## src/rtl/ist_pkg.sv

```systemverilog
package ist_pkg;

    // Set size and derived widths.
    localparam int CAPACITY = 16;
    localparam int IDX_W    = (CAPACITY > 1) ? $clog2(CAPACITY) : 1;
    localparam int CNT_W    = $clog2(CAPACITY + 1);

    // Field widths fixed by the interface.
    localparam int FUNC_W   = 2;
    localparam int VALUE_W  = 32;
    localparam int STATUS_W = 2;
    localparam int COUNT_W  = 5;

    // Request codes. The unused code behaves as a query.
    localparam logic [FUNC_W-1:0] FUNC_INSERT = 2'd0;
    localparam logic [FUNC_W-1:0] FUNC_REMOVE = 2'd1;
    localparam logic [FUNC_W-1:0] FUNC_QUERY  = 2'd2;
    localparam logic [FUNC_W-1:0] FUNC_UNUSED = 2'd3;

    // Result status codes.
    localparam logic [STATUS_W-1:0] STATUS_OK     = 2'd0;
    localparam logic [STATUS_W-1:0] STATUS_DUP    = 2'd1;
    localparam logic [STATUS_W-1:0] STATUS_ABSENT = 2'd2;
    localparam logic [STATUS_W-1:0] STATUS_FULL   = 2'd3;

endpackage

```

## src/rtl/integer_set_table.sv

```systemverilog
// Each request passes S_SCAN, which reads the value memory one entry per cycle
// through its single read port, S_WRITE, which writes back, and S_HOLD, which
// loads the output register once it is free; a new request is taken only in
// S_IDLE, after the result of the last one has been loaded.
// Reset (i_rst_n low, synchronous) empties the set: valid bits and counts clear.
// Stored values are not cleared; only entries marked valid are ever compared.
module integer_set_table (
    input  logic                          i_clk,
    input  logic                          i_rst_n,
    input  logic                          i_in_valid,
    output logic                          o_in_ready,
    input  logic [ist_pkg::FUNC_W-1:0]    i_func,
    input  logic signed [ist_pkg::VALUE_W-1:0] i_value,
    output logic                          o_out_valid,
    input  logic                          i_out_ready,
    output logic [ist_pkg::STATUS_W-1:0]  o_status,
    output logic                          o_found,
    output logic [ist_pkg::COUNT_W-1:0]   o_member_count,
    output logic [ist_pkg::COUNT_W-1:0]   o_even_members
);

    typedef enum logic [1:0] {
        S_IDLE,
        S_SCAN,
        S_WRITE,
        S_HOLD
    } t_state;

    localparam logic [ist_pkg::IDX_W-1:0] LAST_IDX = ist_pkg::IDX_W'(ist_pkg::CAPACITY - 1);

    // Value storage: one synchronous memory with a registered read port.
    logic [ist_pkg::VALUE_W-1:0] r_mem [ist_pkg::CAPACITY];
    logic [ist_pkg::VALUE_W-1:0] r_rd_data;

    t_state                        r_state;
    logic [ist_pkg::CAPACITY-1:0]  r_valid;
    logic [ist_pkg::CNT_W-1:0]     r_elem_total;
    logic [ist_pkg::CNT_W-1:0]     r_even_total;

    // Request held for the duration of the scan.
    logic [ist_pkg::FUNC_W-1:0]    r_func;
    logic [ist_pkg::VALUE_W-1:0]   r_value;

    // Scan bookkeeping.
    logic [ist_pkg::IDX_W-1:0]     r_addr;
    logic [ist_pkg::IDX_W-1:0]     r_cmp_idx;
    logic                          r_cmp_vld;
    logic                          r_hit;
    logic [ist_pkg::IDX_W-1:0]     r_hit_idx;
    logic                          r_free;
    logic [ist_pkg::IDX_W-1:0]     r_free_idx;

    // Result waiting for the output register.
    logic [ist_pkg::STATUS_W-1:0]  r_pend_status;
    logic                          r_pend_found;

    // Output register.
    logic                          r_out_valid;
    logic [ist_pkg::STATUS_W-1:0]  r_status;
    logic                          r_found;
    logic [ist_pkg::COUNT_W-1:0]   r_member_count;
    logic [ist_pkg::COUNT_W-1:0]   r_even_members;

    logic                          n_hit;
    logic [ist_pkg::IDX_W-1:0]     n_hit_idx;
    logic                          n_free;
    logic [ist_pkg::IDX_W-1:0]     n_free_idx;
    logic                          w_even;

    // Compare the entry read last cycle against the request value.
    always_comb begin
        n_hit      = r_hit;
        n_hit_idx  = r_hit_idx;
        n_free     = r_free;
        n_free_idx = r_free_idx;
        if (r_cmp_vld) begin
            if (r_valid[r_cmp_idx]) begin
                if (!r_hit && (r_rd_data == r_value)) begin
                    n_hit     = 1'b1;
                    n_hit_idx = r_cmp_idx;
                end
            end else if (!r_free) begin
                n_free     = 1'b1;
                n_free_idx = r_cmp_idx;
            end
        end
    end

    assign w_even = ~r_value[0];

    // Memory port: one read per scan cycle, one write at write-back.
    always_ff @(posedge i_clk) begin
        r_rd_data <= r_mem[r_addr];
        if (r_state == S_WRITE && r_func == ist_pkg::FUNC_INSERT && !n_hit && n_free) begin
            r_mem[n_free_idx] <= r_value;
        end
    end

    // Sequencer, set state and output register.
    always_ff @(posedge i_clk) begin
        if (!i_rst_n) begin
            r_state      <= S_IDLE;
            r_valid      <= '0;
            r_elem_total <= '0;
            r_even_total <= '0;
            r_cmp_vld    <= 1'b0;
            r_out_valid  <= 1'b0;
        end else begin
            // A waiting result leaves once the consumer takes it, unless a
            // new result replaces it in the same cycle.
            if (r_out_valid && i_out_ready && r_state != S_HOLD) begin
                r_out_valid <= 1'b0;
            end

            unique case (r_state)
                S_IDLE: begin
                    if (i_in_valid) begin
                        r_func    <= i_func;
                        r_value   <= i_value;
                        r_addr    <= '0;
                        r_cmp_vld <= 1'b0;
                        r_hit     <= 1'b0;
                        r_free    <= 1'b0;
                        r_state   <= S_SCAN;
                    end
                end

                S_SCAN: begin
                    r_hit      <= n_hit;
                    r_hit_idx  <= n_hit_idx;
                    r_free     <= n_free;
                    r_free_idx <= n_free_idx;
                    r_cmp_vld  <= 1'b1;
                    r_cmp_idx  <= r_addr;
                    if (r_addr == LAST_IDX) begin
                        r_state <= S_WRITE;
                    end else begin
                        r_addr <= r_addr + 1'b1;
                    end
                end

                S_WRITE: begin
                    // Last entry is compared here; apply the operation.
                    r_cmp_vld    <= 1'b0;
                    r_pend_found <= n_hit;
                    if (r_func == ist_pkg::FUNC_INSERT) begin
                        if (n_hit) begin
                            r_pend_status <= ist_pkg::STATUS_DUP;
                        end else if (!n_free) begin
                            r_pend_status <= ist_pkg::STATUS_FULL;
                        end else begin
                            r_pend_status <= ist_pkg::STATUS_OK;
                            r_valid[n_free_idx] <= 1'b1;
                            r_elem_total <= r_elem_total + 1'b1;
                            if (w_even) begin
                                r_even_total <= r_even_total + 1'b1;
                            end
                        end
                    end else if (r_func == ist_pkg::FUNC_REMOVE) begin
                        if (!n_hit) begin
                            r_pend_status <= ist_pkg::STATUS_ABSENT;
                        end else begin
                            r_pend_status <= ist_pkg::STATUS_OK;
                            r_valid[n_hit_idx] <= 1'b0;
                            if (r_elem_total != '0) begin
                                r_elem_total <= r_elem_total - 1'b1;
                            end
                            if (w_even && r_even_total != '0) begin
                                r_even_total <= r_even_total - 1'b1;
                            end
                        end
                    end else begin
                        r_pend_status <= ist_pkg::STATUS_OK;
                    end
                    r_state <= S_HOLD;
                end

                S_HOLD: begin
                    // Load the output register once it is free.
                    if (!r_out_valid || i_out_ready) begin
                        r_out_valid    <= 1'b1;
                        r_status       <= r_pend_status;
                        r_found        <= r_pend_found;
                        r_member_count <= ist_pkg::COUNT_W'(r_elem_total);
                        r_even_members <= ist_pkg::COUNT_W'(r_even_total);
                        r_state        <= S_IDLE;
                    end
                end

                default: begin
                    r_state <= S_IDLE;
                end
            endcase
        end
    end

    assign o_in_ready     = (r_state == S_IDLE);
    assign o_out_valid    = r_out_valid;
    assign o_status       = r_status;
    assign o_found        = r_found;
    assign o_member_count = r_member_count;
    assign o_even_members = r_even_members;

endmodule

```

## config.mk

```make
export PLATFORM = sky130hd
export DESIGN_NAME = integer_set_table
export DESIGN_NICKNAME = d
export VERILOG_FILES = /design/src/rtl/ist_pkg.sv /design/src/rtl/integer_set_table.sv
export SDC_FILE = /design/constraint.sdc
export NUM_CORES = 1
export LEC_CHECK = 0
export BUFFER_PORTS_ARGS = -buffer_cell sky130_fd_sc_hd__buf_2
export CORE_MARGIN = 1
export CORE_UTILIZATION = 50
export CTS_CLUSTER_DIAMETER = 150
export DETAILED_ROUTE_END_ITERATION = 12
export PLACE_DENSITY_LB_ADDON = 0.15
export SETUP_SLACK_MARGIN = 0.3
export SLEW_MARGIN = 20
export SYNTH_ARGS = -nofsm -noshare
export SYNTH_HDL_FRONTEND = slang
export SYNTH_SLANG_ARGS = --single-unit
```

## constraint.sdc

```tcl
create_clock -name i_clk -period 4.65 [get_ports i_clk]
set_input_delay 0.465 -clock i_clk [delete_from_list [all_inputs] [get_ports i_clk]]
set_output_delay 0.465 -clock i_clk [all_outputs]
set_load 0.02 [all_outputs]
```

==> results by group <==
Outcome
  • Run status: complete, no violations

Logic synthesis
  • Synth cell types: 66
  • Post-synthesis mux area share: 0.156
  • Top cells by area, synth: edfxtp_1 70%, mux4_2 14%, dfxtp_1 5.0%
  • Prevailing post-synth register cell: edfxtp_1
  • Seq cells post-synth: 642
  • Sequential share of the synthesized area: 0.746
  • Synth Area in Adders: 0.00860
  • Post-synthesis simple-gate area fraction: 0.0370
  • Most area-hungry cell type in the Yosys netlist: edfxtp_1
  • Syn Area/Cell: about 21 sq um
  • Post-Syn Instances: 1216
  • Post-synthesis xor/xnor area fraction: 0.0144
  • Synthesized Nets: approximately 1.3k
  • Yosys top cell area share: 0.696
  • YS warnings: 0
  • Async S/R FF share, synth: 0
  • Complex-gate fraction of the synthesized area: 0.0272
  • EDFF count, synth: between 500 and 600
  • Post-Syn Area: approximately 25000 sq um
  • Main combinational cell family by area after synthesis: multiplexers

STA
  • Slew margin rel.: 0.335
  • Hold Slack: between 0.05 and 0.06 ns
  • Slew @ Worst Pin: ~1 ns
  • TNS Setup: 0 ns
  • RSZ-0062 raised after global routing: false
  • Max Freq: roughly 0.25 GHz
  • Final max-slew violation count: 0
  • Layout Skew: ~0.022 ns
  • Endpoints failing setup: 0
  • Period utilization: 0.876
  • Fin. Hold Viols: 0
  • Tmin final: between 4 and 5 ns

Pwr
  • Total power draw: 0.0148 W
  • Pleak: just over 9 nW
  • VDD IR max: ~0.42 mV
  • Pwr Density: slightly above 500 nW/um^2

Critical path
  • Crit path max fanout: 17
  • Setup slack, reg-to-reg: 0.57 ns
  • Worst R2R Start: r_value[29]$_DFFE_PP_
  • Crit end category: flip-flop
  • Required time of the worst setup path: just over 5 ns
  • R2R Path End: r_elem_total[4]$_SDFFE_PN0P_
  • Startpoint types: flip-flop
  • Crit path DAT: 4.55 ns
  • Worst Setup Path Type: flip-flop to flip-flop
  • FF-to-FF path depth: 12

CTS
  • Clock slew at reported path FFs: roughly 0.06 ns
  • TritonCTS clock tree: done
  • Sink Count: 642
  • Hold_buf cts: 0
  • Num CTS Buffers: 66
  • Post-CTS setup repair buffer count: 0
  • H-tree levels: 3
  • Clk_lat worst skew: slightly below 0.6 ns
  • Clock Root Buffer: clkbuf_16
  • Longest Clk Path Bufs: 3

Floorplanning
  • Die Area: between 50000 and 60000 sq um
  • Die Ht: between 200 and 250 microns
  • Effective utilization at floorplan: 0.509
  • IO Count: 53
  • Core outline area: roughly 49000 sq um
  • Die width: about 230 microns
  • Std-Cell Rows: 81

Detailed routing
  • Drt drc: 0
  • Initial DRC Count: approximately 1.4k
  • Final ANT Viol Nets: 0
  • Overall routed net length: approximately 54000 microns
  • TritonRoute pass-1 iters: 5
  • Vias/cell: about 5.9
  • DR vias: roughly 12k
  • Wire per inst: around 27 microns

Layout
  • Final Util: 0.585
  • Area grow syn2layout: 14.9%
  • Share of layout cells above drive strength 1: 0.290
  • Leading cell type in the layout, fill and taps excluded: edfxtp_1
  • Final #Nets: ~1.4k
  • Most frequent cells in the layout: 580 x edfxtp_1, 161 x mux4_2, 68 x clkbuf_16
  • # diodes: 0
  • Final instance area: ~29000 sq um

GRT
  • First-pass GRT wire length: 81000 microns
  • Vias in the first global route: ~12k
  • Initial antenna violation count: 0
  • Largest net degree at the start of global routing: 116
  • GRT Residual Overflow: 0
  • Total track usage: 0.224

Hold path
  • Hold path depth: 1
  • Hold EP: r_value[5]$_DFFE_PP_
  • Hold Path Class: input pin to flip-flop
  • Hold wc startpoint: i_value[5]

Place
  • IO Port Bufs: 52
  • GPL Wtd Cong: 0.833
  • Post-DP HPWL: between 20000 and 30000 microns
  • DP Area: 26600 sq um

Run
  • Max Cap Viol: 0
==> through the flow <==
step                setup slack [ns]  std cells
floorplan                      0.515       1216
global placement               0.699       1923
detailed placement             0.627       1924
CTS                            0.583       2041
global route                   0.321       2041
finish                         0.574       2041
==> routing by layer <==
metal / vias up / part of all wire / wire length, microns / GRT usage
li1: 5276 / - / - / -
met1: 6394 / 0.43 / 23500 / 0.316
met2: 341 / 0.50 / 26900 / 0.363
met3: 81 / 0.048 / 2590 / 0.0380
met4: 0 / 0.021 / 1150 / 0.0588
met5: - / 0 / 0 / 0
==> synthesized netlist by cell type, types with 2 or more instances <==
cell type  instances
buf_6              3
o211ai_1           2
mux2_1             2
a211oi_1          11
dfxtp_1           62
clkbuf_1          31
a21oi_1           35
xor2_1             9
buf_4              3
nor2b_1            3
nand3_1           16
fa_1               2
a311oi_1          10
edfxtp_1         580
mux2i_1           14
nor4_1             6
mux4_2           161
buf_2              4
ha_1              14
a211oi_2           2
nand4_1           21
a21o_1             5
or3_1              3
nand2_1           19
o41ai_1            4
and2_1             3
buf_1             15
o21a_1             2
xnor2_1           32
and4b_1            2
nor2_1            54
a22o_1             2
nand2b_1          10
o21ai_0            8
nor3_1            11
o31ai_1            7
or4_1              3
mux2_2             8
inv_1              9
nand2_4            2
==> cells by family after synthesis <==
logic type,after synthesis
flip-flops,642
adder cells (fa/ha/maj),16
buffers and inverters,66
AND/OR/NAND/NOR,168
AO/OA/AOI/OAI,97
XOR/XNOR,41
multiplexers,186
==> state kept, by name (all words and copies together), names as in the netlist, 5 cells and up <==
register / flops
r_valid: 16
o_member_count: 5
r_elem_total: 5
r_mem: 512
r_rd_data: 32
r_even_total: 5
r_value: 32
o_even_members: 5
==> area by class of cell <==
class | count | area [sq um]
timing repair buffer | 100 | 866
sequential | 642 | 18700
inverter | 10 | 37.5
fill | 3539 | 20400
clock inverter | 24 | 288
clock buffer | 93 | 1850
tap | 664 | 831
multi-input combinational | 508 | 6210
==> report_power, final <==
| part | total [W] | internal [W] | switching [W] |
|---|---|---|---|
| logic | 0.00260 | 0.00124 | 0.00136 |
| registers | 0.00698 | 0.00669 | 0.000288 |
| clock network | 0.00522 | 0.00311 | 0.00212 |
==> worst max-delay path: stages (launching register included) <==
cell and delay, ns:
edfxtp_1 0.60, xnor2_1 0.45, nand4_1 0.15, nor4_1 0.35, buf_4 0.20, nand3_1 0.14
nor2_1 0.24, nor2_1 0.11, ha_1 0.22, or4b_2 0.62, a211oi_2 0.52, a21oi_1 0.12
a31o_2 0.23
==> how the worst max path moves through the flow <==
stage                                 from                            to  slack [ns]  depth (start not counted)
global placement     r_value[10]$_DFFE_PP_  r_elem_total[4]$_SDFFE_PN0P_        0.70                         12
detailed placement   r_value[16]$_DFFE_PP_  r_elem_total[4]$_SDFFE_PN0P_        0.63                         12
floorplan           r_cmp_idx[1]$_DFFE_PP_         r_mem[3][0]$_DFFE_PP_        0.52                         10
global route          r_value[9]$_DFFE_PP_  r_elem_total[4]$_SDFFE_PN0P_        0.32                         12
CTS                   r_value[4]$_DFFE_PP_  r_elem_total[4]$_SDFFE_PN0P_        0.58                         12
finish               r_value[29]$_DFFE_PP_  r_elem_total[4]$_SDFFE_PN0P_        0.57                         12
==> timing repair <==
item | in CTS | in global routing
endpoints found under the setup margin | 0 | 1
gates resized for setup | 0 | 2
hold endpoints to repair | 0 | 0
Note: power is estimated with default switching activity, not from simulation.
